--- config.mk ---
export PLATFORM = sky130hd
export DESIGN_NAME = triple_ema_tracker_bank_unit
export DESIGN_NICKNAME = d
export VERILOG_FILES = /design/src/rtl/tema_pkg.sv /design/src/rtl/tema_cfg_regs.sv /design/src/rtl/tema_blend.sv /design/src/rtl/tema_state_mem.sv /design/src/rtl/triple_ema_tracker_bank_unit.sv
export SDC_FILE = /design/constraint.sdc
export NUM_CORES = 2
export LEC_CHECK = 0
export BUFFER_PORTS_ARGS = -buffer_cell sky130_fd_sc_hd__buf_4
export CORE_MARGIN = 2
export CORE_UTILIZATION = 70
export DETAILED_ROUTE_END_ITERATION = 16
export HOLD_SLACK_MARGIN = 0.15
export PLACE_DENSITY = 0.93
export SYNTH_ARGS = -nofsm -noshare
export SYNTH_HDL_FRONTEND = slang
export SYNTH_SLANG_ARGS = --single-unit
--- constraint.sdc ---
create_clock -name clock -period 33 [get_ports clock]
set_input_delay 6.6 -clock clock [delete_from_list [all_inputs] [get_ports clock]]
set_output_delay 6.6 -clock clock [all_outputs]
set_load 0.03 [all_outputs]
--- src/rtl/tema_pkg.sv ---
// shared constants and types of the triple average tracker bank
package tema_pkg;

   localparam int FIELD_BITS     = 20;
   localparam int QTY_BITS       = 2;
   localparam int QUANTITIES     = 4;
   localparam int DECAY_BITS     = 12;
   localparam int CSR_INDEX_BITS = 2;

   // register indexes on the csr port
   localparam logic [CSR_INDEX_BITS-1:0] REG_DECAY_SHORT = 2'd0;
   localparam logic [CSR_INDEX_BITS-1:0] REG_DECAY_MID   = 2'd1;
   localparam logic [CSR_INDEX_BITS-1:0] REG_DECAY_LONG  = 2'd2;

   // decay values after reset, before clamping to one
   localparam logic [DECAY_BITS-1:0] DECAY_SHORT_RESET = 12'd1884;
   localparam logic [DECAY_BITS-1:0] DECAY_MID_RESET   = 12'd2014;
   localparam logic [DECAY_BITS-1:0] DECAY_LONG_RESET  = 12'd2037;

   // effective decay factors, already clamped to one
   typedef struct packed {
      logic [DECAY_BITS-1:0] d_short;
      logic [DECAY_BITS-1:0] d_mid;
      logic [DECAY_BITS-1:0] d_long;
   } decay_set_type;

endpackage

--- src/rtl/tema_cfg_regs.sv ---
// decay factor registers, stored clamped to one
module tema_cfg_regs #(
   parameter int FRAC_BITS = 11
) (
   input  logic                                clock,
   input  logic                                reset,
   input  logic                                csr_we,
   input  logic [tema_pkg::CSR_INDEX_BITS-1:0] csr_index,
   input  logic [tema_pkg::DECAY_BITS-1:0]     csr_wdata,
   output tema_pkg::decay_set_type             decay
);
   import tema_pkg::*;

   localparam logic [DECAY_BITS-1:0] ONE = DECAY_BITS'(1 << FRAC_BITS);

   function automatic logic [DECAY_BITS-1:0] clamp_one(input logic [DECAY_BITS-1:0] v);
      return (v > ONE) ? ONE : v;
   endfunction

   decay_set_type decay_ff;
   decay_set_type decay_in;

   always_comb begin
      decay_in = decay_ff;
      if (csr_we) begin
         case (csr_index)
            REG_DECAY_SHORT: decay_in.d_short = clamp_one(csr_wdata);
            REG_DECAY_MID:   decay_in.d_mid   = clamp_one(csr_wdata);
            REG_DECAY_LONG:  decay_in.d_long  = clamp_one(csr_wdata);
            default:         decay_in = decay_ff;
         endcase
      end
   end

   always_ff @(posedge clock) begin
      if (reset) begin
         decay_ff.d_short <= clamp_one(DECAY_SHORT_RESET);
         decay_ff.d_mid   <= clamp_one(DECAY_MID_RESET);
         decay_ff.d_long  <= clamp_one(DECAY_LONG_RESET);
      end else begin
         decay_ff <= decay_in;
      end
   end

   assign decay = decay_ff;

endmodule

--- src/rtl/tema_blend.sv ---
// one exponential average update: sample + ((avg - sample) * decay) >> frac
module tema_blend #(
   parameter int SAMPLE_BITS = 20,
   parameter int FRAC_BITS   = 11
) (
   input  logic [SAMPLE_BITS-1:0]          avg,
   input  logic [SAMPLE_BITS-1:0]          sample,
   input  logic [tema_pkg::DECAY_BITS-1:0] decay,
   output logic [SAMPLE_BITS-1:0]          blended
);
   import tema_pkg::*;

   localparam int PROD_BITS = SAMPLE_BITS + DECAY_BITS + 2;

   logic signed [SAMPLE_BITS:0]   diff;
   logic signed [DECAY_BITS:0]    decay_s;
   logic signed [PROD_BITS-1:0]   prod;
   logic signed [PROD_BITS-1:0]   scaled;

   always_comb begin
      diff    = $signed({1'b0, avg}) - $signed({1'b0, sample});
      decay_s = $signed({1'b0, decay});
      prod    = diff * decay_s;
      // arithmetic shift floors, matching truncation of the unsigned form
      scaled  = prod >>> FRAC_BITS;
      blended = sample + scaled[SAMPLE_BITS-1:0];
   end

endmodule

--- src/rtl/tema_state_mem.sv ---
// tracker average store, one write and one registered read port
module tema_state_mem #(
   parameter int DEPTH = 8,
   parameter int WIDTH = 60
) (
   input  logic                     clock,
   input  logic                     we,
   input  logic [$clog2(DEPTH)-1:0] waddr,
   input  logic [WIDTH-1:0]         wdata,
   input  logic                     re,
   input  logic [$clog2(DEPTH)-1:0] raddr,
   output logic [WIDTH-1:0]         rdata
);

   logic [WIDTH-1:0] store_ff [DEPTH];
   logic [WIDTH-1:0] rdata_ff;

   always_ff @(posedge clock) begin
      if (we) begin
         store_ff[waddr] <= wdata;
      end
   end

   // read returns the contents before a same-edge write
   always_ff @(posedge clock) begin
      if (re) begin
         rdata_ff <= store_ff[raddr];
      end
   end

   assign rdata = rdata_ff;

endmodule

--- src/rtl/triple_ema_tracker_bank_unit.sv ---
// top level of the triple exponential average tracker bank
//
//  channel  direction  fields (lowest bit first)
//  req_*    in         channel, quantity, sample
//  rsp_*    out        out_channel, out_quantity, latest, avg_short, avg_mid, avg_long
//  csr_*    in         write enable, register index, write data (decay factors)
//
// one item per cycle while rsp is taken, also back-to-back on the same tracker
// rsp_tvalid rises after the req transfer once the item has passed the blend stage
// register (memory read on the transfer edge) and entered the response register;
// the state memory has one read and one write port; the last written tracker
// is forwarded past the memory to cover the read that overlaps its write
// synchronous reset clears all seen bits directly, no clearing pass
// a stalled rsp holds the blend stage, req_tready falls only when both are full
module triple_ema_tracker_bank_unit #(
   parameter int CHANNELS    = 2,
   parameter int SAMPLE_BITS = 20,
   parameter int FRAC_BITS   = 11,
   localparam int CH_BITS    = (CHANNELS > 1) ? $clog2(CHANNELS) : 1,
   localparam int REQ_BITS   = CH_BITS + tema_pkg::QTY_BITS + tema_pkg::FIELD_BITS,
   localparam int REQ_W      = ((REQ_BITS + 7) / 8) * 8,
   localparam int RSP_BITS   = CH_BITS + tema_pkg::QTY_BITS + 4 * tema_pkg::FIELD_BITS,
   localparam int RSP_W      = ((RSP_BITS + 7) / 8) * 8
) (
   input  logic                                clock,
   input  logic                                reset,
   // request stream
   input  logic                                req_tvalid,
   output logic                                req_tready,
   input  logic [REQ_W-1:0]                    req_tdata,  // channel, quantity, sample
   // response stream
   output logic                                rsp_tvalid,
   input  logic                                rsp_tready,
   output logic [RSP_W-1:0]                    rsp_tdata,  // out_channel, out_quantity,
                                                           // latest, avg_short, avg_mid,
                                                           // avg_long
   // decay factor writes
   input  logic                                csr_we,
   input  logic [tema_pkg::CSR_INDEX_BITS-1:0] csr_index,
   input  logic [tema_pkg::DECAY_BITS-1:0]     csr_wdata
);
   import tema_pkg::*;

   localparam int TRACKERS  = CHANNELS * QUANTITIES;
   localparam int ADDR_BITS = $clog2(TRACKERS);
   localparam int MEM_W     = 3 * SAMPLE_BITS;
   localparam logic [CH_BITS:0] CH_LIMIT = (CH_BITS + 1)'(CHANNELS);

   // request field unpacking
   logic [CH_BITS-1:0]     req_ch;
   logic [QTY_BITS-1:0]    req_qty;
   logic [SAMPLE_BITS-1:0] req_sample;
   logic                   req_xfer;
   logic                   req_in_range;
   logic [ADDR_BITS-1:0]   req_idx;

   assign req_ch       = req_tdata[CH_BITS-1:0];
   assign req_qty      = req_tdata[CH_BITS +: QTY_BITS];
   // only the low sample bits are kept
   assign req_sample   = req_tdata[CH_BITS + QTY_BITS +: SAMPLE_BITS];
   assign req_xfer     = req_tvalid && req_tready;
   assign req_in_range = ({1'b0, req_ch} < CH_LIMIT);
   assign req_idx      = ADDR_BITS'({req_ch, req_qty});

   decay_set_type decay;

   tema_cfg_regs #(
      .FRAC_BITS (FRAC_BITS)
   ) u_cfg (
      .clock     (clock),
      .reset     (reset),
      .csr_we    (csr_we),
      .csr_index (csr_index),
      .csr_wdata (csr_wdata),
      .decay     (decay)
   );

   // blend stage registers (item waiting on its memory read)
   logic                   s1_valid_ff, s1_valid_in;
   logic [CH_BITS-1:0]     s1_ch_ff;
   logic [QTY_BITS-1:0]    s1_qty_ff;
   logic [SAMPLE_BITS-1:0] s1_sample_ff;
   logic [ADDR_BITS-1:0]   s1_idx_ff;

   // response register, its averages double as the forwarding copy
   logic                   rsp_valid_ff, rsp_valid_in;
   logic [CH_BITS-1:0]     rsp_ch_ff;
   logic [QTY_BITS-1:0]    rsp_qty_ff;
   logic [SAMPLE_BITS-1:0] rsp_latest_ff;
   logic [SAMPLE_BITS-1:0] rsp_short_ff, rsp_mid_ff, rsp_long_ff;

   // last written tracker
   logic                   wb_valid_ff, wb_valid_in;
   logic [ADDR_BITS-1:0]   wb_idx_ff;

   logic [TRACKERS-1:0]    seen_ff, seen_in;

   logic                   out_free;
   logic                   s1_adv;
   logic                   s1_seen;
   logic                   wb_hit;
   logic [MEM_W-1:0]       mem_rdata;
   logic [SAMPLE_BITS-1:0] old_short, old_mid, old_long;
   logic [SAMPLE_BITS-1:0] new_short, new_mid, new_long;
   logic [SAMPLE_BITS-1:0] res_short, res_mid, res_long;

   assign out_free   = !rsp_valid_ff || rsp_tready;
   assign s1_adv     = s1_valid_ff && out_free;
   assign req_tready = !s1_valid_ff || out_free;

   tema_state_mem #(
      .DEPTH (TRACKERS),
      .WIDTH (MEM_W)
   ) u_mem (
      .clock (clock),
      .we    (s1_adv),
      .waddr (s1_idx_ff),
      .wdata ({res_long, res_mid, res_short}),
      .re    (req_xfer),
      .raddr (req_idx),
      .rdata (mem_rdata)
   );

   // forward the write that landed on the same edge as this item's read
   assign s1_seen = seen_ff[s1_idx_ff];
   assign wb_hit  = wb_valid_ff && (wb_idx_ff == s1_idx_ff);

   always_comb begin
      if (wb_hit) begin
         old_short = rsp_short_ff;
         old_mid   = rsp_mid_ff;
         old_long  = rsp_long_ff;
      end else begin
         old_short = mem_rdata[0 +: SAMPLE_BITS];
         old_mid   = mem_rdata[SAMPLE_BITS +: SAMPLE_BITS];
         old_long  = mem_rdata[2 * SAMPLE_BITS +: SAMPLE_BITS];
      end
   end

   tema_blend #(.SAMPLE_BITS(SAMPLE_BITS), .FRAC_BITS(FRAC_BITS)) u_blend_short (
      .avg (old_short), .sample (s1_sample_ff), .decay (decay.d_short), .blended (new_short)
   );
   tema_blend #(.SAMPLE_BITS(SAMPLE_BITS), .FRAC_BITS(FRAC_BITS)) u_blend_mid (
      .avg (old_mid), .sample (s1_sample_ff), .decay (decay.d_mid), .blended (new_mid)
   );
   tema_blend #(.SAMPLE_BITS(SAMPLE_BITS), .FRAC_BITS(FRAC_BITS)) u_blend_long (
      .avg (old_long), .sample (s1_sample_ff), .decay (decay.d_long), .blended (new_long)
   );

   // first sample of a tracker seeds all three averages
   always_comb begin
      if (s1_seen) begin
         res_short = new_short;
         res_mid   = new_mid;
         res_long  = new_long;
      end else begin
         res_short = s1_sample_ff;
         res_mid   = s1_sample_ff;
         res_long  = s1_sample_ff;
      end
   end

   // control next values
   always_comb begin
      s1_valid_in  = s1_valid_ff;
      rsp_valid_in = rsp_valid_ff;
      wb_valid_in  = wb_valid_ff;
      seen_in      = seen_ff;
      if (rsp_tready) begin
         rsp_valid_in = 1'b0;
      end
      if (s1_adv) begin
         s1_valid_in        = 1'b0;
         rsp_valid_in       = 1'b1;
         wb_valid_in        = 1'b1;
         seen_in[s1_idx_ff] = 1'b1;
      end
      // out-of-range channels are taken and dropped
      if (req_xfer) begin
         s1_valid_in = req_in_range;
      end
   end

   always_ff @(posedge clock) begin
      if (reset) begin
         s1_valid_ff  <= 1'b0;
         rsp_valid_ff <= 1'b0;
         wb_valid_ff  <= 1'b0;
         seen_ff      <= '0;
      end else begin
         s1_valid_ff  <= s1_valid_in;
         rsp_valid_ff <= rsp_valid_in;
         wb_valid_ff  <= wb_valid_in;
         seen_ff      <= seen_in;
      end
   end

   // payload registers
   always_ff @(posedge clock) begin
      if (req_xfer) begin
         s1_ch_ff     <= req_ch;
         s1_qty_ff    <= req_qty;
         s1_sample_ff <= req_sample;
         s1_idx_ff    <= req_idx;
      end
      if (s1_adv) begin
         rsp_ch_ff     <= s1_ch_ff;
         rsp_qty_ff    <= s1_qty_ff;
         rsp_latest_ff <= s1_sample_ff;
         rsp_short_ff  <= res_short;
         rsp_mid_ff    <= res_mid;
         rsp_long_ff   <= res_long;
         wb_idx_ff     <= s1_idx_ff;
      end
   end

   assign rsp_tvalid = rsp_valid_ff;
   assign rsp_tdata  = RSP_W'({FIELD_BITS'(rsp_long_ff),
                               FIELD_BITS'(rsp_mid_ff),
                               FIELD_BITS'(rsp_short_ff),
                               FIELD_BITS'(rsp_latest_ff),
                               rsp_qty_ff,
                               rsp_ch_ff});

`ifndef SYNTHESIS
   // a fresh tracker reports its sample as every average
   a_seed_avgs: assert property (@(posedge clock) disable iff (reset)
      (s1_adv && !s1_seen) |=>
         (rsp_short_ff == rsp_latest_ff) && (rsp_mid_ff == rsp_latest_ff) &&
         (rsp_long_ff == rsp_latest_ff))
      else $error("unseen tracker did not seed its averages");

   // seen bits are never cleared outside reset
   a_seen_grow: assert property (@(posedge clock) disable iff (reset)
      1'b1 |=> (($past(seen_ff) & ~seen_ff) == '0))
      else $error("seen bit cleared without reset");

   // a written tracker is marked seen afterwards
   a_seen_set: assert property (@(posedge clock) disable iff (reset)
      s1_adv |=> seen_ff[$past(s1_idx_ff)])
      else $error("updated tracker not marked seen");

   // a new response only follows an occupied blend stage
   a_rsp_source: assert property (@(posedge clock) disable iff (reset)
      (rsp_valid_ff && !$past(rsp_valid_ff)) |-> $past(s1_valid_ff))
      else $error("response appeared without a blend stage item");
`endif

endmodule

==> impl_metrics.ini <==
[synth]
synth_area_leader_cell = edfxtp_1
synthTopCellsByArea = edfxtp_1 35%, fa_1 23%, ha_1 7.3%
synth_top_area_share_pct = 34.8
synth_ff_type = edfxtp_1
synth-seq-area-share_pct = 36.5
synth_edf_count = 646
synth_seq_cells = 693
synth.avg_cell_area_um2 = 11.6
synthArstFlopShare_pct = 0
synth_cell_types = 70
syn_inst = 4795
syn_area_um2 = 55700
ys_warn_count = 0

[hold_path]
worst_hold_startpoint = s1_sample_ff[19]
min_to = rsp_latest_ff[19]
hold_depth = 0
worst_hold_path_type = flop to flop

[cells_and_area]
fillers = 4443
final_cell_area_um2 = 60300
area_growth_pct = 8.17
final_common_cell = inv_1
finalNetCount = 5898
final_cell_mix = 905 x inv_1, 646 x edfxtp_1, 645 x fa_1
drive_gt1_share_pct = 11.9
multi_input_area_um2 = 31300
regArea_um2 = 20300

[sta]
fin_crit_ns = 13.94
finClkSkew_ns = 0.0584
hold_violations = 0
max-slew-margin-rel_pct = -4.51
tightest_slew_ns = 1.55
drv_slew = 30
setup_viol_count_final = 0
rsz0062_at_grt = no
setup_tns_ns = 0
fmax_ghz = 0.0717
fin_crit_sh_pct = 42.2

[worst_setup_path]
timing.rr.start = s1_qty_ff[0]
cp.depth = 4
crit_type = input port to output pin
slowest_stage = nor2b_1
crit_required_ns = 26.40
arrival_ns = 7.34
reg2reg_slack_ns = 19.33
cp_max_fo = 4
r2r-end = rsp_long_ff[18]
end_kind = output pin
crit_top_cell = buf_4
critPathBufInv = 2
crit_chain = buf_4 > nor2b_1 > nand2_1 > buf_4
worstSetupStartpointType = input port
slowest_delay_ns = 0.32
worstRegToRegCells = 44
critPathTopFamily = simple AND/OR/NAND/NOR gates

[clock_tree]
clk_pin_slew_worst_paths_ns = 0.06
cts-buffers-inserted = 71
h-tree-depth = 3
cts_setup_buffers = 0
postCtsResizedCells = 0
clockRootBuffer = clkbuf_16
cts_sinks = 693
clock_latency_ns = 0.67
clk_path_buf_depth = 3
cts.hold.buffers_added = 0
tritoncts = yes

[route]
routedWlPerCell_um = 26.1
drc = 0
firstDrtPassIters = 6
wl_mm = 156
routed-via-count = 38357
drt_iter0_drc = 4248
vias_per_cell = 6.40
postRouteAntennaNets = 0

[floorplanning]
die-area_um2 = 81900
ios = 133
die_x_um = 286
die_h_um = 286
fp-row-count = 103
start_util_pct = 70.6
core_um2 = 78900

[placed_design]
portBuffers = 126
dp.final_hpwl_mm = 108
finalWeightedCongestion = 0.984
dpl_cell_area_um2 = 57900

[grt]
grtUsageTotal_pct = 39.5
antenna_found_initial = 3
grt_pass1_wl_mm = 239
grt-ovfl-total = 0
grt_pass1_vias = 40270
grt_max_degree = 80

[run]
drv_cap = 6

[outcome]
violations = max-capacitance violations, max-slew violations
status = complete, but fails checks
[metal layers]
| layer | track usage [%] | part of all wire [%] | up-vias |
|---|---|---|---|
| met5 | 0 | 0.0083 | - |
| met2 | 62.1 | 46 | 2882 |
| met1 | 49.4 | 33 | 19056 |
| li1 | - | - | 15721 |
| met4 | 23.0 | 7.3 | 2 |
| met3 | 11.3 | 13 | 696 |
[cells by family after synthesis]
logic type                 after synthesis  synth area share (%)
adders and majority gates              972                  30.5
and+or+nand+nor                       1194                  10.4
muxes                                  246                  7.38
other                                    1               0.00673
xor gates and xnor gates               187                  3.01
buffers and inverters                 1110                  7.52
AOI/OAI and AO/OA                      392                  4.62
DFF                                    693                  36.5
[synth_stat cells (all sizes together) (3+ instances only)]
library cell / number
o31ai: 6
nand4: 10
nand3b: 3
nor2b: 65
nor2: 194
a21o: 35
or2: 5
o21a: 21
nand2b: 45
inv: 905
and4b: 5
a211o: 26
nand3: 29
o21bai: 19
or3: 6
a21boi: 4
a41oi: 8
nand2: 457
buf: 25
o41ai: 7
o211ai: 4
mux2i: 8
a21oi: 104
nor3b: 11
edfxtp: 646
xnor3: 3
dfxtp: 47
a31oi: 6
mux2: 118
xor2: 57
fa: 645
o2111ai: 9
and3: 9
clkbuf: 180
a211oi: 7
o21ai: 113
and4: 4
ha: 327
xnor2: 127
mux4: 120
nor3: 38
o31a: 6
and2: 305
[through the flow]
stage | util [%] | worst slack (ns) | hold WS, ns | instances
floorplan | - | 17.15 | 0.424 | 4799
global placement | 73.5 | 19.06 | 0.436 | 5859
detailed placement | 73.5 | 19.07 | 0.465 | 5859
CTS | 76.4 | 19.06 | 0.478 | 5988
global route | 76.4 | 18.78 | 0.489 | 5989
finish | 76.4 | 19.06 | 0.477 | 5991
[sequential cells by signal (all words and copies together) (netlist names)]
register	cells
u_mem.store_ff	480
u_mem.rdata	60
u_cfg.decay	36
rsp_latest_ff	20
rsp_long_ff	20
rsp_mid_ff	20
rsp_short_ff	20
s1_sample_ff	20
seen_ff	8
rsp_ch_ff	1
rsp_qty_ff	1
rsp_tvalid	1
s1_ch_ff	1
s1_idx_ff	1
s1_qty_ff	1
s1_valid_ff	1
wb_idx_ff	1
wb_valid_ff	1
[final cells by class]
type / count / area share [%]
clock buffer: 81 / 3.03
multi-input combinational: 2996 / 51.9
timing repair buffer: 216 / 2.70
tap: 1050 / 2.18
sequential: 693 / 33.7
antenna: 2 / 0.00830
inverter: 905 / 5.64
clock inverter: 48 / 0.801
[worst max path at each step]
| stage | startpoint | to |
|---|---|---|
| floorplan | rsp_tready | u_mem.store_ff[4][0] |
| global placement | rsp_tready | req_tready |
| detailed placement | rsp_tready | req_tready |
| CTS | rsp_tready | req_tready |
| global route | s1_idx_ff[1] | u_mem.store_ff[0][56] |
| finish | rsp_tready | req_tready |
Power is left out: the tool's default activity adds up to more than one toggle a clock period on the data nets, which glitch-free logic cannot reach.
